### config.mk
export PLATFORM = sky130hd
export DESIGN_NAME = knn_front_flat
export DESIGN_NICKNAME = d
export VERILOG_FILES = /design/src/knn_pkg.sv /design/src/knn_if.sv /design/src/knn_front.sv /design/src/flat_wrapper.sv
export SDC_FILE = /design/constraint.sdc
export NUM_CORES = 1
export LEC_CHECK = 0
export BUFFER_PORTS_ARGS = -buffer_cell sky130_fd_sc_hd__buf_4
export CORE_MARGIN = 8
export CORE_UTILIZATION = 35
export DETAILED_ROUTE_END_ITERATION = 7
export SLEW_MARGIN = 0
export SYNTH_ARGS = -nofsm -noshare
export SYNTH_HDL_FRONTEND = slang
export SYNTH_SLANG_ARGS = --single-unit
### constraint.sdc
create_clock -name clk -period 9.5 [get_ports clk]
set_clock_uncertainty 0.05 [all_clocks]
set_input_delay 1.9 -clock clk [delete_from_list [all_inputs] [get_ports clk]]
set_output_delay 1.9 -clock clk [all_outputs]
set_load 0.005 [all_outputs]
### src/knn_pkg.sv
// Package with sizes and helpers of the nearest-neighbour search block.
package knn_pkg;
  localparam int MaxCorpus     = 1024;
  localparam int MaxDims       = 16;
  localparam int MaxNeighbours = 16;

  localparam logic [1:0] CFG_DIMS  = 2'd0;
  localparam logic [1:0] CFG_COUNT = 2'd1;
  localparam logic [1:0] CFG_K     = 2'd2;

  localparam logic OP_CORPUS = 1'b0;
  localparam logic OP_QUERY  = 1'b1;

  // Word passed from the front to the back: one query coordinate.
  typedef struct packed {
    logic signed [15:0] coordinate;
    logic               last_coord;
  } knn_cmd_t;
endpackage

### src/knn_if.sv
// Valid/ready channel interfaces of the block.
interface knn_in_if;
  logic               valid;
  logic               ready;
  logic               operation;
  logic signed [15:0] coordinate;
  modport source (output valid, operation, coordinate, input ready);
  modport sink (input valid, operation, coordinate, output ready);
endinterface


interface knn_cfg_if;
  logic        valid;
  logic        ready;
  logic [1:0]  index;
  logic [10:0] data;
  modport source (output valid, index, data, input ready);
  modport sink (input valid, index, data, output ready);
endinterface

### src/knn_front.sv
// Front part: registers, corpus loading and query word classification.
module knn_front #(
  parameter int MAX_CORPUS = knn_pkg::MaxCorpus,
  parameter int MAX_DIMS   = knn_pkg::MaxDims,
  parameter int MAX_NEIGHBOURS = knn_pkg::MaxNeighbours,
  parameter int CAW = $clog2(MAX_CORPUS * MAX_DIMS),
  parameter int CNW = $clog2(MAX_CORPUS + 1),
  parameter int DW  = $clog2(MAX_DIMS + 1),
  parameter int KW  = $clog2(MAX_NEIGHBOURS + 1)
) (
  input  logic                     clk,
  input  logic                     rst_n,
  knn_in_if.sink                   in_ch,
  knn_cfg_if.sink                  cfg_ch,
  input  logic                     back_idle,
  output logic                     cmd_valid,
  input  logic                     cmd_ready,
  output knn_pkg::knn_cmd_t        cmd_data,
  output logic                     q_restart,
  output logic                     cw_en,
  output logic [CAW-1:0]           cw_addr,
  output logic signed [15:0]       cw_data,
  output logic [DW-1:0]            dims,
  output logic [CNW-1:0]           count,
  output logic [KW-1:0]            kk
);
  import knn_pkg::*;
  logic [4:0]  dims_r, k_r;
  logic [10:0] count_r;
  logic [CAW:0] cwp_r;
  logic [DW-1:0] qwp_r, qwp_nxt;
  logic [CAW+1:0] limit;
  logic acc, is_q;

  // Saturate registers into their ranges.
  always_comb begin
    if (dims_r == 5'd0) dims = DW'(1);
    else if (32'(dims_r) > MAX_DIMS) dims = DW'(MAX_DIMS);
    else dims = DW'(dims_r);
    if (count_r == 11'd0) count = CNW'(1);
    else if (32'(count_r) > MAX_CORPUS) count = CNW'(MAX_CORPUS);
    else count = CNW'(count_r);
    if (k_r == 5'd0) kk = KW'(1);
    else if (32'(k_r) > MAX_NEIGHBOURS) kk = KW'(MAX_NEIGHBOURS);
    else kk = KW'(k_r);
    if (32'(kk) > 32'(count)) kk = KW'(count);
    limit = (CAW+2)'(count) * (CAW+2)'(dims);
  end

  assign is_q = in_ch.operation == OP_QUERY;
  assign in_ch.ready = is_q ? cmd_ready : back_idle;
  assign cfg_ch.ready = 1'b1;
  assign acc = in_ch.valid && in_ch.ready;

  // A dims write also drops the partial query held by the back part.
  assign q_restart = cfg_ch.valid && cfg_ch.ready && (cfg_ch.index == CFG_DIMS);

  always_comb begin
    qwp_nxt = (qwp_r >= dims) ? '0 : qwp_r;
    qwp_nxt = qwp_nxt + DW'(1);
  end
  assign cmd_valid = in_ch.valid && is_q;
  assign cmd_data.coordinate = in_ch.coordinate;
  assign cmd_data.last_coord = qwp_nxt >= dims;
  assign cw_en   = acc && !is_q && ({1'b0, cwp_r} < limit);
  assign cw_addr = cwp_r[CAW-1:0];
  assign cw_data = in_ch.coordinate;

  // Register file and write positions.
  always_ff @(posedge clk) begin
    if (!rst_n) begin
      dims_r <= 5'd1; count_r <= 11'd1024; k_r <= 5'd1;
      cwp_r <= '0; qwp_r <= '0;
    end else begin
      if (cw_en) cwp_r <= cwp_r + 1'b1;
      if (acc && is_q) qwp_r <= cmd_data.last_coord ? '0 : qwp_nxt;
      if (cfg_ch.valid) begin
        case (cfg_ch.index)
          CFG_DIMS:  begin dims_r <= cfg_ch.data[4:0]; qwp_r <= '0; end
          CFG_COUNT: begin count_r <= cfg_ch.data; cwp_r <= '0; end
          CFG_K:     k_r <= cfg_ch.data[4:0];
          default:   ;
        endcase
      end
    end
  end
endmodule

### src/flat_wrapper.sv
// flat-port wrapper written by rule: the top's interface ports become plain ports
module knn_front_flat import knn_pkg::*;
#(
  parameter int MAX_CORPUS = knn_pkg::MaxCorpus,
  parameter int MAX_DIMS   = knn_pkg::MaxDims,
  parameter int MAX_NEIGHBOURS = knn_pkg::MaxNeighbours,
  parameter int CAW = $clog2(MAX_CORPUS * MAX_DIMS),
  parameter int CNW = $clog2(MAX_CORPUS + 1),
  parameter int DW  = $clog2(MAX_DIMS + 1),
  parameter int KW  = $clog2(MAX_NEIGHBOURS + 1)
)
  (clk, rst_n, back_idle, cmd_valid, cmd_ready, cmd_data, q_restart, cw_en, cw_addr, cw_data, dims, count, kk, in_ch_valid, in_ch_operation, in_ch_coordinate, in_ch_ready, cfg_ch_valid, cfg_ch_index, cfg_ch_data, cfg_ch_ready);
  knn_in_if in_ch_i ();
  knn_cfg_if cfg_ch_i ();
  input  logic clk;
  input  logic rst_n;
  input  logic back_idle;
  output logic cmd_valid;
  input  logic cmd_ready;
  output knn_pkg::knn_cmd_t cmd_data;
  output logic q_restart;
  output logic cw_en;
  output logic [CAW-1:0] cw_addr;
  output logic signed [15:0] cw_data;
  output logic [DW-1:0] dims;
  output logic [CNW-1:0] count;
  output logic [KW-1:0] kk;
  input wire logic [$bits(in_ch_i.valid)-1:0] in_ch_valid;
  input wire logic [$bits(in_ch_i.operation)-1:0] in_ch_operation;
  input wire logic [$bits(in_ch_i.coordinate)-1:0] in_ch_coordinate;
  output wire logic [$bits(in_ch_i.ready)-1:0] in_ch_ready;
  input wire logic [$bits(cfg_ch_i.valid)-1:0] cfg_ch_valid;
  input wire logic [$bits(cfg_ch_i.index)-1:0] cfg_ch_index;
  input wire logic [$bits(cfg_ch_i.data)-1:0] cfg_ch_data;
  output wire logic [$bits(cfg_ch_i.ready)-1:0] cfg_ch_ready;
  assign in_ch_i.valid = in_ch_valid;
  assign in_ch_i.operation = in_ch_operation;
  assign in_ch_i.coordinate = in_ch_coordinate;
  assign in_ch_ready = in_ch_i.ready;
  assign cfg_ch_i.valid = cfg_ch_valid;
  assign cfg_ch_i.index = cfg_ch_index;
  assign cfg_ch_i.data = cfg_ch_data;
  assign cfg_ch_ready = cfg_ch_i.ready;
  knn_front #(.MAX_CORPUS(MAX_CORPUS), .MAX_DIMS(MAX_DIMS), .MAX_NEIGHBOURS(MAX_NEIGHBOURS), .CAW(CAW), .CNW(CNW), .DW(DW), .KW(KW)) u_core (.clk(clk), .rst_n(rst_n), .in_ch(in_ch_i), .cfg_ch(cfg_ch_i), .back_idle(back_idle), .cmd_valid(cmd_valid), .cmd_ready(cmd_ready), .cmd_data(cmd_data), .q_restart(q_restart), .cw_en(cw_en), .cw_addr(cw_addr), .cw_data(cw_data), .dims(dims), .count(count), .kk(kk));
endmodule
Word level (Yosys, flattened, before mapping)
Cells that the tools add are included.
{"block": "classes", "addsub": 2, "mul": 1, "order_cmp": 7, "n_eq_ne": 2, "n_mux": 16, "reduce_logical": 14}
{"cell": "two-way mux 5 bit", "count": 10}
{"cell": "two-way mux 15 bit", "count": 3}
{"cell": "two-way mux 11 bit", "count": 2}
{"cell": "< comparator 15 x 16 -> 1 bit", "count": 1}
{"cell": "multiplier 11 x 5 -> 16 bit", "count": 1}
{"cell": "adder 15 x 1 -> 15 bit, second input constant", "count": 1}
{"cell": "> comparator 11 bit, second input constant", "count": 1}
{"cell": "> comparator 5 x 11 -> 1 bit", "count": 1}
{"cell": "zero test 11 bit", "count": 1}
{"cell": ">= comparator 5 bit", "count": 2}
{"cell": "> comparator 5 bit, second input constant", "count": 2}
{"cell": "zero test 5 bit", "count": 2}
{"cell": "logical AND 1 bit", "count": 6}
{"cell": "AND reduction 2 bit", "count": 3}
{"cell": "adder 5 x 1 -> 5 bit, second input constant", "count": 1}
{"cell": "== test 2 x 1 -> 1 bit, second input constant", "count": 1}
{"cell": "== test 2 bit, second input constant", "count": 1}
{"cell": "zero test 2 bit", "count": 1}
{"cell": "zero test 1 bit", "count": 1}
{"cell": "two-way mux 1 bit", "count": 1}
{"block": "word_totals", "reg_bits": 41, "input_bits": 36, "out_inout_bits": 73, "word_cells": 47}

Longest topological paths before layout
{"block": "logic_depth", "word_depth": 11, "mapped_depth": 28, "mapped_depth_nobuf": 26}

Worst setup path before layout
No wires, ideal clock.
{"block": "synth_timing", "path_kind": "flip-flop to output port", "from": "register u_core.count_r[7]", "to": "output port cw_en", "t_arrival_ps": 5494, "t_required_ps": 7550, "setup_slack_ps": 2056, "path_stages_with_launch": 24, "path_buffers": 0, "cell_sequence": "dfxtp_1 nor4_4 a32oi_2 inv_2 nand2_1 fa_1 fa_1 fa_1 inv_1 ha_1 nor2b_1 o21ai_0 a21oi_1 o21a_1 o41a_1 a21oi_1 xor2_1 ha_1 nand3_1 o221ai_1 a21o_1 a221oi_4 nor3_2 nor2b_1"}
{"block": "synth_between", "elab_chain_cells": 6, "elab_cells_between_ends": 7, "cone_classes": "mul: 1; order compare: 2; mux: 2; reduce/logical: 2"}
{"item": "start, declared", "line_no": "knn_front.sv:29", "rtl": "logic [10:0] count_r;"}
{"item": "start signal, assigned", "line_no": "knn_front.sv:72", "rtl": "dims_r <= 5'd1; count_r <= 11'd1024; k_r <= 5'd1;"}
{"item": "start signal, assigned", "line_no": "knn_front.sv:80", "rtl": "CFG_COUNT: begin count_r <= cfg_ch.data; cwp_r <= '0; end"}
{"item": "> comparator 11 bit", "line_no": "knn_front.sv:41", "rtl": "else if (32'(count_r) > MAX_CORPUS) count = CNW'(MAX_CORPUS);"}
{"item": "two-way mux 11 bit", "line_no": "knn_front.sv:41"}
{"item": "two-way mux 11 bit *", "line_no": "knn_front.sv:40", "rtl": "if (count_r == 11'd0) count = CNW'(1);"}
{"item": "named net count[0]", "line_no": "flat_wrapper.sv:26", "rtl": "output logic [CNW-1:0] count;"}
{"item": "multiplier 11 x 5 -> 16 bit *", "line_no": "knn_front.sv:47", "rtl": "limit = (CAW+2)'(count) * (CAW+2)'(dims);"}
{"item": "< comparator 15 x 16 -> 1 bit *", "line_no": "knn_front.sv:65", "rtl": "assign cw_en = acc && !is_q && ({1'b0, cwp_r} < limit);"}
{"item": "logical AND 1 bit *", "line_no": "knn_front.sv:65"}
{"item": "end, declared", "line_no": "flat_wrapper.sv:22", "rtl": "output logic cw_en;"}
Mark *: on every way through the listed nets, which the timed path passes. The rest lies on a longest branch.

Final worst setup path
{"block": "layout_timing", "from": "register u_core.dims_r[4]", "to": "output port cw_en"}
{"block": "layout_between", "elab_chain_cells": 6, "elab_cells_between_ends": 7, "cone_classes": "mul: 1; order compare: 2; mux: 2; reduce/logical: 2"}
{"item": "start, declared", "line_no": "knn_front.sv:28", "rtl": "logic [4:0] dims_r, k_r;"}
{"item": "start signal, assigned", "line_no": "knn_front.sv:72"}
{"item": "start signal, assigned", "line_no": "knn_front.sv:79", "rtl": "CFG_DIMS: begin dims_r <= cfg_ch.data[4:0]; qwp_r <= '0; end"}
{"item": "> comparator 5 bit", "line_no": "knn_front.sv:38", "rtl": "else if (32'(dims_r) > MAX_DIMS) dims = DW'(MAX_DIMS);"}
{"item": "two-way mux 5 bit", "line_no": "knn_front.sv:38"}
{"item": "two-way mux 5 bit *", "line_no": "knn_front.sv:37", "rtl": "if (dims_r == 5'd0) dims = DW'(1);"}
{"item": "multiplier 11 x 5 -> 16 bit *", "line_no": "knn_front.sv:47"}
{"item": "< comparator 15 x 16 -> 1 bit *", "line_no": "knn_front.sv:65"}
{"item": "logical AND 1 bit *", "line_no": "knn_front.sv:65"}
Every way passes the cells marked *; elsewhere a longest branch is shown, timed or not.

==> reports/metrics.csv <==
metric;value;unit
final_cells;773;
syn_avg_cell_area;8.02;sq um
run_status;finished, final reports clean;
whs;0.429;ns
crit_path_top_delay_cell;nor3_2;
fin_crit_sh;94.3;%
rows;42;
startpoint_type;flip-flop;
min_period;8.96;ns
drc;0;
rr_endpoint;u_core.cwp_r[0]$_SDFF_PN0_;
hold_viol;0;
synth_cell_types;55;
diodes;0;
htreeDepth;2;
worstSkewPairLatency;0.29;ns
vias;3930;
core;13200;sq um
power;0.450;mW
layout.nets;714;
cap_violations;0;
end_kind;primary output;
drt-initial-drc-count;193;
yosys_register_bits;41;
preCtsSetupSlack;0.904;ns
drv_slew;0;
power.density;86.8;nW/um^2
grt.total_usage;13.5;%
peakVddDrop;0.0587;mV
syn_inst;593;
setup_tns;0;ns
antenna_found_initial;0;
ys_seq_area_share;17.3;%
hold_class;reg -> reg;
setup_violations;0;
wirelength;11900;um
ctsHoldBuffers;0;
p_leak;2.39;nW
async_flop_share;0;%
drive_gt1_share;14.1;%
clock_sinks;41;
yosys_warnings;0;
die_x;133;um
routabilityCongestion;0.864;
die_y;133;um
n_fill_cell;1397;
crit_fanout;19;
cp_cell_sequence;inv_1, nand2_1, inv_1, nand2_1, fa_1, fa_1, fa_1, inv_1, ha_1, nor2b_1, o21ai_0, a21oi_1, o21a_1, o41a_1, a21oi_1, xor2_1, ha_1, nand3_1, o221ai_1, a21o_1, a221oi_4, nor3_2, nor2b_1, buf_4;
holdPathStages;2;
reg2reg_depth;24;
path_clk_slew;0.06;ns
crit_path_max_incr_delay;0.72;ns
hold_start;u_core.count_r[2]$_SDFFE_PN0P_;
fin_area;5180;sq um
min_to;u_core.count_r[2]$_SDFFE_PN0P_;
root_buffer;clkbuf_16;
synth_edf_count;0;
max_slew_margin;36.9;%
ios;109;
place_inst;765;
post_cts_buffers;0;
grt_pass1_vias;3912;
final_cell_mix;nand2_1 (69), inv_1 (68), buf_4 (60);
wl_per_cell;15.4;um
via_per_inst;5.08;
r2r-start;u_core.dims_r[4]$_SDFFE_PN0P_;
syn_to_final_growth;9.03;%
arrival;7.01;ns
fin_ws;0.541;ns
die_area;17600;sq um
rsz0062_at_grt;no;
postCtsResizedCells;0;
cts_tree;yes;
worstMarginPinSlew;0.941;ns
ys.flop_type;dfxtp_1;
syn-cell-area;4750;sq um
synth_top_area_cell;dfxtp_1;
globalRoute.totalOverflow;0;
first_pass_iters;6;
cts_made_buffers;5;
synth_top_area_share;17.3;%
crit_required;7.55;ns
dp_hpwl;9740;um
grt_max_degree;25;
cts.path.max_buffers;2;
final_common_cell;nand2_1;
dpl_cell_area;5010;sq um
synthTopCellsByArea;dfxtp_1 (17%), ha_1 (14%), fa_1 (11%);
postRouteAntennaNets;0;
io_buffers;59;
final_core_util;39.1;%
rrSetupSlack;2.65;ns
max_freq;112;MHz
worstSetupPathType;reg -> out;
initial_core_util;35.9;%
syn_nets;711;
grt_pass1_wl;19900;um
==> worst max-delay path by stage <==
stage	cells past startpoint	slack (ns)	startpoint	endpoint
2_1_floorplan	23	2.06	u_core.count_r[7]$_SDFFE_PN0P_	cw_en
3_3_place_gp	24	1.19	u_core.dims_r[4]$_SDFFE_PN0P_	cw_en
3_5_place_dp	24	0.90	u_core.dims_r[4]$_SDFFE_PN0P_	cw_en
4_1_cts	24	0.57	u_core.dims_r[4]$_SDFFE_PN0P_	cw_en
5_1_grt	24	0.07	u_core.dims_r[4]$_SDFFE_PN0P_	cw_en
6_report	24	0.54	u_core.dims_r[4]$_SDFFE_PN0P_	cw_en
==> layout make-up <==
cell class	count	area, sq um	share of cell area (%)
clock buffers	6	139	2.68
clock inverters	2	37.5	0.724
inverters	70	263	5.07
multi-input cells	418	3250	62.7
flip-flops and latches	41	821	15.8
well taps	176	220	4.25
repair buffers	60	450	8.69
==> synthesized netlist by cell type, types with 3 or more instances <==
master,count
a211oi_1,3
a21boi_0,10
a21o_1,12
a21oi_1,31
a22o_1,4
and2_1,10
and4_1,3
buf_4,47
clkbuf_1,16
dfxtp_1,41
fa_1,27
ha_1,55
inv_1,68
mux2_2,5
mux2i_1,11
nand2_1,69
nand2b_1,7
nand3_1,10
nand4_1,6
nor2_1,49
nor2b_1,19
nor3_1,4
nor4_1,4
o211ai_1,3
o21a_1,3
o21ai_0,13
o21bai_1,3
o31ai_1,8
or3_1,5
or4_1,8
xnor2_1,6
xor2_1,7
==> report_power, final <==
group | internal, mW | switching (mW) | total, mW
Clock | 0.131 | 0.0743 | 0.206
Combinational | 0.0296 | 0.0354 | 0.0650
Sequential | 0.175 | 0.00407 | 0.179
==> critical path: cells and delay by family (launching register included) <==
family                     cells  cell delay, ns
adders and majority gates      5            2.21
DFF                            1            0.39
AOI/OAI and AO/OA              8            1.53
and+or+nand+nor                6            1.65
buffers and inverters          4            0.80
xor gates and xnor gates       1            0.10
==> flip-flops by register name, indices dropped and copies added, names as in the netlist <==
| signal | count |
|---|---|
| u_core.cwp_r | 15 |
| u_core.count_r | 11 |
| u_core.dims_r | 5 |
| u_core.k_r | 5 |
| u_core.qwp_r | 5 |
==> metal layers <==
metal	GRT usage (%)	wire length (um)	part of all wire, %
met1	17.5	5400	45
met2	22.7	5790	49
met3	2.16	553	4.7
met4	3.79	131	1.1
met5	0	0	0
==> logic make-up (layout without fill, tap and decap cells) <==
group           count (synthesis)  in the layout  share of synthesized area, %
other cells                     1              1                        0.0789
flops                          41             41                          17.3
xor+xnor                       13             13                          2.40
fa+ha+maj                      82             82                          25.8
compound gates                101            101                          14.8
simple gates                  205            205                          21.7
mux                            16             16                          3.50
buf+inv                       134            138                          14.3
No activity file was read; power rests on OpenSTA's default activity.
