[config.mk]
export PLATFORM = sky130hd
export DESIGN_NAME = knn_fifo
export DESIGN_NICKNAME = d
export VERILOG_FILES = /design/src/knn_pkg.sv /design/src/knn_fifo.sv
export SDC_FILE = /design/constraint.sdc
export NUM_CORES = 1
export LEC_CHECK = 0
export ABC_AREA = 1
export BUFFER_PORTS_ARGS = -buffer_cell sky130_fd_sc_hd__buf_2
export CAP_MARGIN = 30
export CORE_UTILIZATION = 40
export CTS_CLUSTER_DIAMETER = 200
export DETAILED_ROUTE_END_ITERATION = 10
export PLACE_DENSITY = 0.56
export SYNTH_ARGS = -nofsm -noshare
export SYNTH_HDL_FRONTEND = slang
export SYNTH_SLANG_ARGS = --single-unit
[constraint.sdc]
create_clock -name clk -period 2.9 [get_ports clk]
set_input_delay 0.145 -clock clk [delete_from_list [all_inputs] [get_ports clk]]
set_output_delay 0.145 -clock clk [all_outputs]
set_load 0.05 [all_outputs]
[src/knn_pkg.sv]
// Package with sizes and helpers of the nearest-neighbour search block.
package knn_pkg;
  localparam int MaxCorpus     = 1024;
  localparam int MaxDims       = 16;
  localparam int MaxNeighbours = 16;

  localparam logic [1:0] CFG_DIMS  = 2'd0;
  localparam logic [1:0] CFG_COUNT = 2'd1;
  localparam logic [1:0] CFG_K     = 2'd2;

  localparam logic OP_CORPUS = 1'b0;
  localparam logic OP_QUERY  = 1'b1;

  // Word passed from the front to the back: one query coordinate.
  typedef struct packed {
    logic signed [15:0] coordinate;
    logic               last_coord;
  } knn_cmd_t;
endpackage

[src/knn_fifo.sv]
// Short queue of query words between front and back.
module knn_fifo (
  input  logic             clk,
  input  logic             rst_n,
  input  logic             wr_valid,
  output logic             wr_ready,
  input  knn_pkg::knn_cmd_t wr_data,
  output logic             rd_valid,
  input  logic             rd_ready,
  output knn_pkg::knn_cmd_t rd_data
);
  import knn_pkg::*;
  knn_cmd_t   mem_r [4];
  logic [1:0] wp_r, rp_r;
  logic [2:0] cnt_r;

  assign wr_ready = (cnt_r != 3'd4);
  assign rd_valid = (cnt_r != 3'd0);
  assign rd_data  = mem_r[rp_r];

  // Storage and pointers.
  always_ff @(posedge clk) begin
    if (wr_valid && wr_ready) mem_r[wp_r] <= wr_data;
    if (!rst_n) begin
      wp_r <= '0; rp_r <= '0; cnt_r <= '0;
    end else begin
      if (wr_valid && wr_ready) wp_r <= wp_r + 2'd1;
      if (rd_valid && rd_ready) rp_r <= rp_r + 2'd1;
      cnt_r <= cnt_r + {2'd0, wr_valid && wr_ready} - {2'd0, rd_valid && rd_ready};
    end
  end
endmodule

# [Word level (Yosys, flattened, before mapping)]
# Memory sizes are Yosys's and may differ from the RTL's. A register that Yosys moved wholly into a read port is not among the register bits.
# Index checks and enable logic that the tools add are counted.
# Widths: inputs -> output; s select.
[word_totals] register_bits=7 latchBits=0 ramBits=68 romBits=0 inputBits=21 out_inout_bits=19 word_cells=16 n_memories=1
[op_classes] addsub=4 n_mul=0 div_mod_pow=0 magnitude_cmp=0 n_eq_ne=1 n_shift=0 mux=4 bitwise=0 n_reduce_logical=3
[mem_list] memory="mem_r" words=4 word_bits=17 read_ports=1 rd_clocked_by_memory_dff=1 write_ports=1 line="knn_fifo.sv:13" source="knn_cmd_t mem_r [4];"
[op_table] op="$add 2x1->2 const B" n=2
[op_table] op="$mux 2" n=2
[op_table] op="$add 3x1->3" n=1
[op_table] op="$ne 3x3->1 const B" n=1
[op_table] op="$reduce_bool 3->1" n=1
[op_table] op="$sub 3x1->3" n=1
[op_table] op="$logic_and 1x1->1" n=2
[op_table] op="$mux 1" n=2

# [Longest topological paths before layout]
# Gate-level depths: netlist of run 1.
[logic_depth] word_depth=4 depth_mapped=10

# [Least setup slack after synthesis of run 1]
# No wires, ideal clock.
[synth_path] path_kind="register to register" start="register cnt_r[1]" end="register cnt_r[2]" setup_ns=0.117 arrival_time_ns=1.945 required_time_ns=2.783 path_slack_ns=0.838 stages_incl_launch_ff=11 path_buffers=0 synth_period_minus_slack_ns=2.062 cell_sequence="dfxtp_1 nor2_2 nand2_2 nand2_1 ha_1 inv_1 ha_1 inv_1 fa_1 o21ai_0 nor2_1"
[synth_between] elab_chain_len=4 word_cells_on_any_way=6
[synth_lines] element="start, declared" line="knn_fifo.sv:15" source="logic [2:0] cnt_r;"
[synth_lines] element="start signal, assigned" line="knn_fifo.sv:29" source="cnt_r <= cnt_r + {2'd0, wr_valid && wr_ready} - {2'd0, rd_valid && rd_ready};"
[synth_lines] element="$ne 3x3->1" line="knn_fifo.sv:17" source="assign wr_ready = (cnt_r != 3'd4);"
[synth_lines] element="via wr_ready" line="knn_fifo.sv:6" source="output logic wr_ready,"
[synth_lines] element="$logic_and 1x1->1" line="knn_fifo.sv:29"
[synth_lines] element="$add 3x1->3" line="knn_fifo.sv:29"
[synth_lines] element="$sub 3x1->3" line="knn_fifo.sv:29"
# The timed path passes the listed nets, and every way through them passes these cells.
# A chain may end at the register's enable or synchronous reset.

# [Final worst setup path of run 1]
[layout_path] start="register cnt_r[1]" end="register cnt_r[2]"
[layout_between] elab_chain_len=4 word_cells_on_any_way=6
[layout_lines] element="$ne 3x3->1" line="knn_fifo.sv:17"
[layout_lines] element="$logic_and 1x1->1" line="knn_fifo.sv:29"
[layout_lines] element="$add 3x1->3" line="knn_fifo.sv:29"
[layout_lines] element="$sub 3x1->3 (*)" line="knn_fifo.sv:29"
# Every way passes the cells marked *; elsewhere a longest branch is shown, timed or not.

==> results of run 1 <==
## metal layers
metal	vias to the layer above	global-route usage [%]	wire, um
met5	-	0	0
met3	9	3.05	142
li1	917	-	-
met1	864	19.6	2640
met2	34	24.1	2750
met4	0	7.79	91
## flip-flops by register name (all words and copies together), names as in the netlist, named ones only
| name | cells |
|---|---|
| wp_r | 2 |
| cnt_r | 3 |
| rp_r | 2 |
| mem_r | 68 |
## worst paths after layout
path / startpoint / endpoint / slack [ps] / cells past startpoint
min: wr_data[3] / mem_r[2][3]$_DFFE_PP_ / 20 / 1
max: cnt_r[1]$_SDFF_PN0_ / cnt_r[2]$_SDFF_PN0_ / 810 / 10
max reg2reg: cnt_r[1]$_SDFF_PN0_ / cnt_r[2]$_SDFF_PN0_ / 810 / 10
min reg2reg: rp_r[0]$_SDFFE_PN0P_ / rp_r[0]$_SDFFE_PN0P_ / 490 / 2
## worst max-delay path, delay by kind of cell, from the launching register on
family,cells,cell delay (ps)
AO/OA/AOI/OAI,1,170
flip-flops,1,360
buffers and inverters,2,100
AND/OR/NAND/NOR,4,560
adder cells (fa/ha/maj),3,790
## power by group through the flow
stage,Combinational [mW],Clock [mW],Sequential [mW]
final,1.16,0.824,1.43
after global routing,1.25,0.891,1.45
after CTS,1.17,0.845,1.43
after detailed placement,1.17,0,1.46
after global placement,1.15,0,1.46
after floorplan,0.937,0,1.43
## layout make-up
class | instances | area [um^2] | area share (%)
Clock inverter | 7 | 80.1 | 2.23
Sequential cell | 77 | 2220 | 62.0
Tap cell | 99 | 124 | 3.46
Inverter | 16 | 62.6 | 1.75
Timing Repair Buffer | 48 | 268 | 7.47
Clock buffer | 9 | 124 | 3.46
Multi-Input combinational cell | 127 | 703 | 19.6
## cell usage after synthesis
| library cell | number |
|---|---|
| edfxtp_1 | 68 |
| o21ai_1 | 12 |
| a21oi_1 | 4 |
| buf_4 | 2 |
| buf_6 | 6 |
| ha_1 | 6 |
| inv_4 | 1 |
| buf_2 | 1 |
| o22ai_1 | 17 |
| dfxtp_1 | 9 |
| nand2_2 | 2 |
| o21ai_2 | 10 |
| nand2_1 | 11 |
| nor2_1 | 45 |
| nand3_1 | 3 |
| inv_1 | 14 |
| nor2_2 | 1 |
| a21boi_0 | 2 |
| inv_2 | 1 |
| o21ai_0 | 13 |
| fa_1 | 1 |
## cells by family (layout without fill, tap and decap cells)
kind of cell | count (synthesis) | count (layout) | share of synthesized area, %
adders and majority gates | 7 | 7 | 3.10
buffers and inverters | 25 | 80 | 4.90
AOI/OAI and AO/OA | 58 | 58 | 11.6
DFF | 77 | 77 | 72.5
and+or+nand+nor | 62 | 62 | 7.96
## cell usage in the layout (no fill, tap or decap), drive strengths merged
cell type / count
a21boi: 2
a21oi: 4
buf: 46
bufinv: 1
clkbuf: 9
clkinv: 1
clkinvlp: 1
dfxtp: 9
dlygate4sd3: 2
edfxtp: 68
fa: 1
ha: 6
inv: 20
nand2: 13
nand3: 3
nor2: 46
o21ai: 35
o22ai: 17
==> results.md, run 1 <==
Run status:
- The run finished with clean final reports.

Power:
- The power share of the sequential group is 42.0%.
- The clock network accounts for about a quarter of the total power.
- Net switching is 39.9% of the power.
- The total leakage power is approximately 1.3 nW.
- The internal power is around 2.1 mW.
- In this run, the combinational gates consume ~34% of the power.
- The power density relative to cell area is between 900 and 1000 nW/um^2.
- For this design the total switching power over the nets is around 1.4 mW.
- The total power after layout is around 3.4 mW.
- The worst voltage drop across the vdd grid is roughly 0.00053 V.

Layout:
- The final cell utilization of the core is 48.9%.
- The final-stage net count is ~310.
- The area of all placed cells without fillers is approximately 3600 um^2.
- The filler cell count in the final layout is approximately 680.
- Compared with the post-synthesis result, the final layout area differs by 16.9%.
- The number of non-filler instances in the completed layout is about 380.
- The count of inserted antenna diode cells is 0.
- The post-route netlist has 28.5% of its cells at a drive strength greater than 1.

Synthesis:
- Sorting the synthesized cells by area gives the leading types as edfxtp_1, dfxtp_1, nor2_1.
- Sequential cells were found to cover between 70% and 80% of the synthesized design area.
- After synthesis, the netlist uses 21 different library cells.
- The most area-hungry cell type in the Yosys netlist is edfxtp_1.
- The count of yosys warnings during synthesis is 0.
- In this run, synthesis produced a sequential element count of between 70 and 80.
- The gate count after technology mapping is between 200 and 250.
- The number of nets in the synthesized netlist is 257.
- Dividing the synthesized area by the synthesized cell count gives between 10 and 15 um^2.
- Summing every instance area after synthesis gives around 3100 um^2.
- Summed over its instances, the top area cell type makes up 66.6% of the synthesized netlist area.

Timing:
- The hold slack is around 22 ps.
- The final critical-path share of the clock period is 72.1%.
- The post-route clock skew is 12.7 ps.
- The remaining max-slew budget at the tightest pin is a little over three fifths.
- At the pin with the least slew margin, the transition time is ~560 ps.
- For the final routed database, the setup TNS stands at 0 ps.
- The final max-slew violation count is 0.
- The maximum achievable frequency is about 480 MHz.
- The count of endpoints failing setup in the final report is 0.
- The number of failing hold endpoints at the final stage is 0.
- Setup repair after global routing left no endpoint under its margin.
- Setup slack closes at between 800 and 900 ps.
- Counting I/O delays and the setup requirement, the final critical path takes between 2000 and 2500 ps.

Global route:
- The wire length of the first global-routing pass is approximately 8500 um.
- Entering global routing, the biggest net connects 35 pins.
- The number of antenna violations at the first check in global routing is 0.
- The aggregate global-route resource usage is 15.1%.
- The number of global-route vias before repair is roughly 1700.
- Summed over all layers, the global routing overflow is 0.

Worst setup path:
- The critical setup path kind is register to register.
- The signal on the critical path passes through nor2_2 -> nand2_2 -> nand2_1 -> ha_1 -> inv_1 -> ha_1 -> inv_1 -> fa_1 -> o21ai_0 -> nor2_1.
- STA classifies the critical path endpoint as a register.
- The stage delay of the slowest cell on the critical path is between 300 and 400 ps.
- The critical path's slowest cell is fa_1.
- STA classifies the critical path startpoint as a register.
- STA puts the critical path data arrival time at 2320 ps.
- The worst path required time is roughly 3100 ps.
- The highest net fanout along the worst path is 6.

Drt:
- The post-detailed-route count of antenna-violating nets is 0.
- The detailed router's first-iteration violation count is approximately 130.
- The number of vias after detailed routing is ~1800.
- In the final routed layout, each cell accounts on average for 14.7 um.
- The routed design has 5630 um of wire.
- The pre-antenna-repair detailed-routing pass consisted of 4 iterations.
- Dividing the detail-routed via count by the number of cells gives around 4.8.
- The post-detailed-route DRC marker count is 0.

Clock network:
- The clock net in this run drives a total of 77 sinks.
- The number of instances resized during post-cts repair is 0.
- The clock tree synthesis step divided the H-tree into 3 levels.
- The clock passes through at most 2 buffers.
- The clock-pin slew on the worst setup and hold paths is around 80 ps.
- In this run, post-CTS hold repair placed 2 buffers.
- The number of buffers created by CTS is 9.
- TritonCTS built the clock tree.
- Once the clock tree was built, the setup fixing pass inserted 0 buffers.
- In this run the clock root is driven by a clkbuf_8.
- The clock reaches the later pin of the worst-skew pair after 340 ps.

Floorplan:
- Once the floorplan was initialized, standard cells occupied between 40% and 50% of the core.
- The area of the die is ~8000 um^2.
- The floorplan has 31 rows.
- The floorplan step set the die height to roughly 90 um.
- In this run the standard cell core region covers around 7300 um^2.
- In this run the horizontal extent of the chip is 89.5 um.
- The count of pins on the block boundary is 40.

Worst hold path:
- The worst hold path belongs to the class input pin to register.

Placed design:
- The area after detailed placement is 3360 um^2.
- The worst setup slack before clock tree synthesis is approximately 810 ps.
- The quantity of I/O buffers inserted on ports is 39.
- At the end of routability-driven placement, the weighted congestion stood at slightly below 0.8.
- The HPWL after detailed placement is between 3000 and 4000 um.
- After detailed placement, the design holds a cell count of approximately 370.

Run:
- The max-capacitance violation count is 0.
(Power assumes the default switching activity.)
==> run 2: changes to the inputs <==
==> constraint.sdc (replaced) <==
create_clock -name clk -period 2.05 [get_ports clk]
set_input_delay 0.1025 -clock clk [delete_from_list [all_inputs] [get_ports clk]]
set_output_delay 0.1025 -clock clk [all_outputs]
set_load 0.05 [all_outputs]
==> run 2 against run 1 <==
Effect of this change: routed wire length is essentially flat; utilization grew 2.1 points; cell count grew 5.0%; cell area grew 4.3%; clock power grew 23%; non-clock buffer count grew 19; total power grew 38%; die area is the same; sequential cell count is the same; sequential share of layout area shrank 2.5 points; register-to-register slack lost 630 ps; via count grew 5.4%; critical endpoint unchanged.
==> results.md, run 2 (synthesis gave the netlist of run 1 again) <==
Timing:
- The final critical-path share of the clock period is 91.3% (+19 points).
- The post-route clock skew was 7.15 ps (-5.53 ps).
- The final critical delay including setup and external delays is 1870 ps (-219 ps).
- The remaining max-slew budget at the tightest pin was 70.8% (+7.9 points).
- The count of endpoints failing setup in the final report came to 0 (unchanged).
- The number of failing hold endpoints at the final stage is 0 (unchanged).
- The sum of negative setup slack came to 0 ps (unchanged).
- The final max-slew violation count was 0 (unchanged).
- The maximum achievable frequency was 535 MHz (+12%).
- The pin slew with the least headroom to its limit is 438 ps (-118 ps).

Drt:
- The post-detailed-route DRC marker count is 0 (unchanged).
- The post-detailed-route count of antenna-violating nets is 0 (unchanged).
- The wire length per cell was 14.0 um (-4.7%).
- The detailed router's first-iteration violation count is 92 (-26%).
- The detailed-route wire length was 5630 um (about the same).
- The number of vias after detailed routing was 1923 (+5.4%).
- The total iterations of the first detailed-routing run came to 4 (unchanged).
- The per-cell via count in the routed design was 4.78 (+0.44%).

Run:
- The max-capacitance violation count is 0 (unchanged).

Placed design:
- The number of placed instances with taps included came to 369 (+1.1%).
- The quantity of I/O buffers inserted on ports is 39 (unchanged).
- The detailed-placement wirelength estimate was 3430 um (-2.8%).
- The placer's final routability congestion estimate is 0.675 (-13%).

Floorplan:
- The starting density of the core is 41.8% (unchanged).
- The count of pins on the block boundary is 40 (unchanged).
- The area of the die came to 8020 um^2 (unchanged).
- The height of the die is 89.5 um (unchanged).
- The row count is 31 (unchanged).
- The x dimension of the die came to 89.5 um (unchanged).
- The placeable core region is 7330 um^2 (unchanged).

Layout:
- The count of inserted antenna diode cells is 0 (unchanged).
- The number of flip-flops under the largest register name came to 68 (unchanged).
- The final-stage net count is 326 (+6.2%).
- The library cells used most frequently in the layout, excluding fill and tap cells, are edfxtp_1, nor2_1, buf_2.
- The final cell utilization of the core is 51.0% (+2.1 points).
- The most common library cell in the layout ignoring fill and taps is edfxtp_1.
- The largest registers in the layout are mem_r: 68 flops, cnt_r: 3 flops.
- The number of non-filler instances in the completed layout is 402 (+5.0%).
- The fraction of layout instances using a drive strength above 1 came to 26.7% (-1.8 points).
- More flip-flops sit in one register than any other, and that register is mem_r.
- Relative to the synthesized area, the layout overhead comes to 21.9%.
- The filler cell count in the final layout is 652 (-4.5%).

Clock network:
- The buffers inserted during post-CTS setup optimization is 0 (unchanged).
- The clock-pin slew on the worst setup and hold paths is 80 ps (about the same).
- The maximum level of the CTS H-tree is 3 (unchanged).
- The clock latency reported for the late side of the worst-skew pair is 340 ps (about the same).
- The maximum number of buffers from clock root to sink is 2 (unchanged).
- The root buffer cell is clkbuf_8.
- The TritonCTS clock tree is done.
- The number of sinks handled by clock tree synthesis is 77 (unchanged).
- The number of buffers created by CTS is 9 (unchanged).

Power:
- The total leakage power came to 1.41 nW (+5.8%).
- The worst voltage drop across the vdd grid is 0.000537 V (+2.1%).
- The power density relative to cell area was 1260 nW/um^2 (+33%).
- The total power after layout was 4.72 mW (+38%).

Worst setup path:
- The highest net fanout along the worst path came to 4 (-2).
- The critical setup path kind is register to register.
- STA classifies the critical path endpoint as a register.
- The worst path arrival time is 2110 ps (-210 ps).
- The worst path required time came to 2290 ps (-840 ps).
- The critical path startpoint category is a register.

Global route:
- The total global routing overflow came to 0 (unchanged).
- The aggregate global-route resource usage is 15.2% (+0.093 points).
- The wire length of the first global-routing pass is 8670 um (+2.4%).
- The number of global-route vias before repair is 1767 (+4.4%).
- The number of antenna violations at the first check in global routing was 0 (unchanged).
- The maximum number of pins on one net before global-route repair came to 35 (unchanged).

Run status:
- The run finished with clean final reports.

Worst hold path:
- The class of the tightest hold or removal check is input pin to register.
-- run 2: changes by cell type in the layout (fill, tap and decap cells not counted), sizes merged --
| cell | change |
|---|---|
| clkinv | +5 |
| buf | +4 |
| bufinv | -1 |
| dlygate4sd3 | +15 |
| inv | -4 |
-- run 2: layout make-up --
cell class / count / area [um^2] / share of cell area [%]
Tap cell: 99 / 124 / 3.32
Sequential cell: 77 / 2220 / 59.5
Inverter: 16 / 62.6 / 1.67
Clock buffer: 9 / 124 / 3.32
Clock inverter: 7 / 52.6 / 1.41
Timing Repair Buffer: 67 / 448 / 12.0
Multi-Input combinational cell: 127 / 703 / 18.8
-- run 2: per-layer routing --
metal | vias up | global-route usage [%] | wire length, um
met5 | - | 0 | 0
met4 | 0 | 7.36 | 78
met3 | 8 | 3.60 | 185
met2 | 30 | 25.0 | 2820
met1 | 924 | 18.9 | 2550
li1 | 961 | - | -
-- run 2: metrics by stage --
| stage | area [um^2] | setup slack, ps | hold slack, ps |
|---|---|---|---|
| CTS | 3730 | 137 | 17.9 |
| detailed placement | 3380 | 159 | 321 |
| global route | 3740 | -4.82 | 32.7 |
| global placement | 3380 | 162 | 321 |
| floorplan | 3070 | 69.4 | 200 |
| finish | 3740 | 179 | 28.6 |
-- run 2: power breakdown --
part	switching [mW]	total, mW	leakage [nW]	internal [mW]
logic	1.25	1.70	0.626	0.449
clock network	0.563	1.01	0.0891	0.442
registers	0.0934	2.01	0.697	1.92
total	1.91	4.72	1.41	2.81
-- run 2: path summary, 6_finish.rpt --
check                             from                  end  slack, ps  depth (start not counted)
setup / recovery   cnt_r[1]$_SDFF_PN0_  cnt_r[2]$_SDFF_PN0_        180                          9
hold / removal                   rst_n  cnt_r[1]$_SDFF_PN0_         30                          3
setup reg to reg   cnt_r[1]$_SDFF_PN0_  cnt_r[2]$_SDFF_PN0_        180                          9
hold reg to reg   rp_r[0]$_SDFFE_PN0P_             register        520                          2
-- run 2: critical path: stages (launching register included) --
cell	delay [ps]
dfxtp_1	450
nor2_4	80
a21boi_0	180
ha_1	250
inv_1	50
ha_1	120
inv_1	50
fa_1	360
o21ai_0	170
nor2_1	50
-- run 2: repair_timing --
action                     CTS  global route
resized for setup            0             1
setup endpoints to repair    0             1
hold endpoints to repair    68             0
hold buffers                17             0
==> run 3: changes to the inputs <==
--- a/config.mk
+++ b/config.mk
@@ -12,6 +12,7 @@
 export CTS_CLUSTER_DIAMETER = 200
 export DETAILED_ROUTE_END_ITERATION = 10
 export PLACE_DENSITY = 0.56
+export SKIP_LAST_GASP = 1
 export SYNTH_ARGS = -nofsm -noshare
 export SYNTH_HDL_FRONTEND = slang
 export SYNTH_SLANG_ARGS = --single-unit
==> constraint.sdc (replaced) <==
create_clock -name clk -period 2.05 [get_ports clk]
set_input_delay 0.205 -clock clk [delete_from_list [all_inputs] [get_ports clk]]
set_output_delay 0.205 -clock clk [all_outputs]
set_load 0.05 [all_outputs]
==> run 3 against run 2 <==
Effect of this change: register-to-register slack better by 20 ps; worst setup slack got worse by 9.7 ps; cell area fell by 3.2%; sequential cell count unchanged; combinational power about the same; sequential power is essentially flat; die area did not move; clock power up 24%; global-route usage barely moved; via count shrank 5.6%; critical path depth decreased by 5; routed wire length shrank 2.1%; largest cell class unchanged; highest routed layer unchanged.
==> results.md, run 3 (synthesis gave the netlist of run 1 again) <==
Timing:
- The count of endpoints failing setup in the final report is 0 (unchanged).
- The pin slew with the least headroom to its limit is 403 ps (-34.4 ps).
- Setup repair after global routing left no endpoint under its margin.
- The post-route clock skew was 7.00 ps (-0.148 ps).
- The final max-slew violation count is 0 (unchanged).
- The remaining max-slew budget at the tightest pin is 73.1% (+2.3 points).
- The final critical delay including setup and external delays is 1880 ps (+9.68 ps).
- The final critical-path share of the clock period was 91.7% (+0.47 points).
- The maximum achievable frequency is 532 MHz (-0.51%).
- The number of failing hold endpoints at the final stage is 0 (unchanged).
- The sum of negative setup slack came to 0 ps (unchanged).

Global route:
- The maximum number of pins on one net before global-route repair came to 35 (unchanged).
- The total global routing overflow is 0 (unchanged).
- The wire length of the first global-routing pass is 8500 um (-2.0%).
- The number of global-route vias before repair was 1662 (-5.9%).
- The number of antenna violations at the first check in global routing is 0 (unchanged).
- The aggregate global-route resource usage came to 15.2% (about the same).

Layout:
- The area growth from synthesis to layout is 18.0%.
- In the final layout, the registers with the most flip-flops are mem_r: 68 flops, cnt_r: 3 flops.
- The most common library cell in the layout ignoring fill and taps is edfxtp_1.
- In the layout the commonest cells are edfxtp_1, nor2_1, buf_2.
- The count of inserted antenna diode cells is 0 (unchanged).
- The fraction of layout instances using a drive strength above 1 is 28.7% (+1.9 points).
- The number of non-filler instances in the completed layout came to 385 (-4.2%).
- The final cell utilization of the core is 49.3% (-1.6 points).
- The number of flip-flops under the largest register name is 68 (unchanged).
- The final-stage net count is 309 (-5.2%).
- The register with the most flip-flops is mem_r.
- The filler cell count in the final layout is 644 (-1.2%).

Floorplan:
- The area of the die came to 8020 um^2 (unchanged).
- The starting density of the core is 41.8% (unchanged).
- The count of pins on the block boundary came to 40 (unchanged).
- The height of the die is 89.5 um (unchanged).
- The placeable core region came to 7330 um^2 (unchanged).
- The x dimension of the die is 89.5 um (unchanged).
- The row count is 31 (unchanged).

Placed design:
- The quantity of I/O buffers inserted on ports came to 39 (unchanged).
- The detailed-placement wirelength estimate came to 3430 um (about the same).
- The placer's final routability congestion estimate is 0.669 (-0.90%).
- The number of placed instances with taps included is 369 (unchanged).

Drt:
- The per-cell via count in the routed design is 4.71 (-1.4%).
- The post-detailed-route DRC marker count is 0 (unchanged).
- The total iterations of the first detailed-routing run is 3 (-1).
- The detailed-route wire length is 5510 um (-2.1%).
- The wire length per cell is 14.3 um (+2.3%).
- The detailed router's first-iteration violation count is 105 (+14%).
- The number of vias after detailed routing is 1815 (-5.6%).
- The post-detailed-route count of antenna-violating nets came to 0 (unchanged).

Clock network:
- The maximum number of buffers from clock root to sink is 2 (unchanged).
- The maximum level of the CTS H-tree was 3 (unchanged).
- The root buffer cell is clkbuf_8.
- The number of sinks handled by clock tree synthesis is 77 (unchanged).
- The clock latency reported for the late side of the worst-skew pair is 340 ps (about the same).
- The buffers inserted during post-CTS setup optimization is 0 (unchanged).
- The number of buffers created by CTS is 9 (unchanged).
- The clock-pin slew on the worst setup and hold paths is 80 ps (about the same).
- The quantity of hold-fixing buffers added after cts is 0 (-17).
- TritonCTS built the clock tree.

Power:
- The total power after layout is 4.95 mW (+5.0%).
- The power density relative to cell area is 1370 nW/um^2 (+8.5%).
- The worst voltage drop across the vdd grid is 0.000622 V (+16%).
- The total leakage power was 1.36 nW (-3.5%).

Worst setup path:
- The worst path arrival time is 1680 ps (-430 ps).
- The worst path required time is 1850 ps (-440 ps).
- The critical setup path kind is register to primary output.
- STA classifies the critical path startpoint as a register.
- STA classifies the critical path endpoint as a primary output.
- The highest net fanout along the worst path came to 34 (+30).

Worst hold path:
- The class of the tightest hold or removal check is input pin to register.

Run status:
- The run finished with clean final reports.

Run:
- The max-capacitance violation count came to 0 (unchanged).
## run 3: changes by cell type in the layout (fill, tap and decap cells not counted), sizes merged
cell,change
dlygate4sd3,-17
inv,+2
bufinv,+2
clkinv,-4
## run 3: area by class of cell
| cell class | instances | area (um^2) | area share (%) |
|---|---|---|---|
| Clock buffer | 9 | 124 | 3.43 |
| Tap cell | 99 | 124 | 3.43 |
| Timing Repair Buffer | 50 | 278 | 7.68 |
| Multi-Input combinational cell | 127 | 703 | 19.4 |
| Inverter | 16 | 65.1 | 1.80 |
| Sequential cell | 77 | 2220 | 61.5 |
| Clock inverter | 7 | 97.6 | 2.70 |
## run 3: layer usage
| metal | part of all wire (%) | wire (um) | track usage [%] |
|---|---|---|---|
| met1 | 47 | 2600 | 19.8 |
| met2 | 49 | 2700 | 23.7 |
| met3 | 3.2 | 176 | 4.99 |
| met4 | 0.58 | 32 | 5.63 |
| met5 | 0 | 0 | 0 |
## run 3: through the flow
stage / setup slack (ps) / area (um^2) / hold WS (ps)
after floorplan: 69.4 / 3070 / 303
final: 169 / 3620 / 67.1
after detailed placement: 97.9 / 3380 / 421
after CTS: 41.9 / 3610 / 56.0
after global routing: 2.67 / 3620 / 49.0
after global placement: 166 / 3380 / 421
## run 3: where the power goes
group          switching [mW]  total [mW]  internal, mW  leakage (nW)
clock                   0.559        1.25         0.692         0.108
combinational            1.25        1.68         0.432         0.556
sequential             0.0972        2.02          1.92         0.698
## run 3: worst paths after layout
kind / startpoint / endpoint / slack (ps) / depth (start not counted)
max reg2reg: cnt_r[2]$_SDFF_PN0_ / cnt_r[2]$_SDFF_PN0_ / 200 / 9
max: register / rd_data[0] / 170 / 4
min reg2reg: rp_r[0]$_SDFFE_PN0P_ / rp_r[0]$_SDFFE_PN0P_ / 490 / 2
min: wr_data[8] / mem_r[2][8]$_DFFE_PP_ / 70 / 1
## run 3: critical path: stages, from the launching register on
cell and delay, ps:
dfxtp_1 360, inv_4 330, nor2_1 80, o22ai_1 250
buf_2 310
## run 3: repair_timing
| action | 4_1_cts | 5_1_grt |
|---|---|---|
| endpoints found under the setup margin | 0 | 4 |
| resized for setup | 0 | 6 |
| hold endpoints to repair | 0 | 0 |
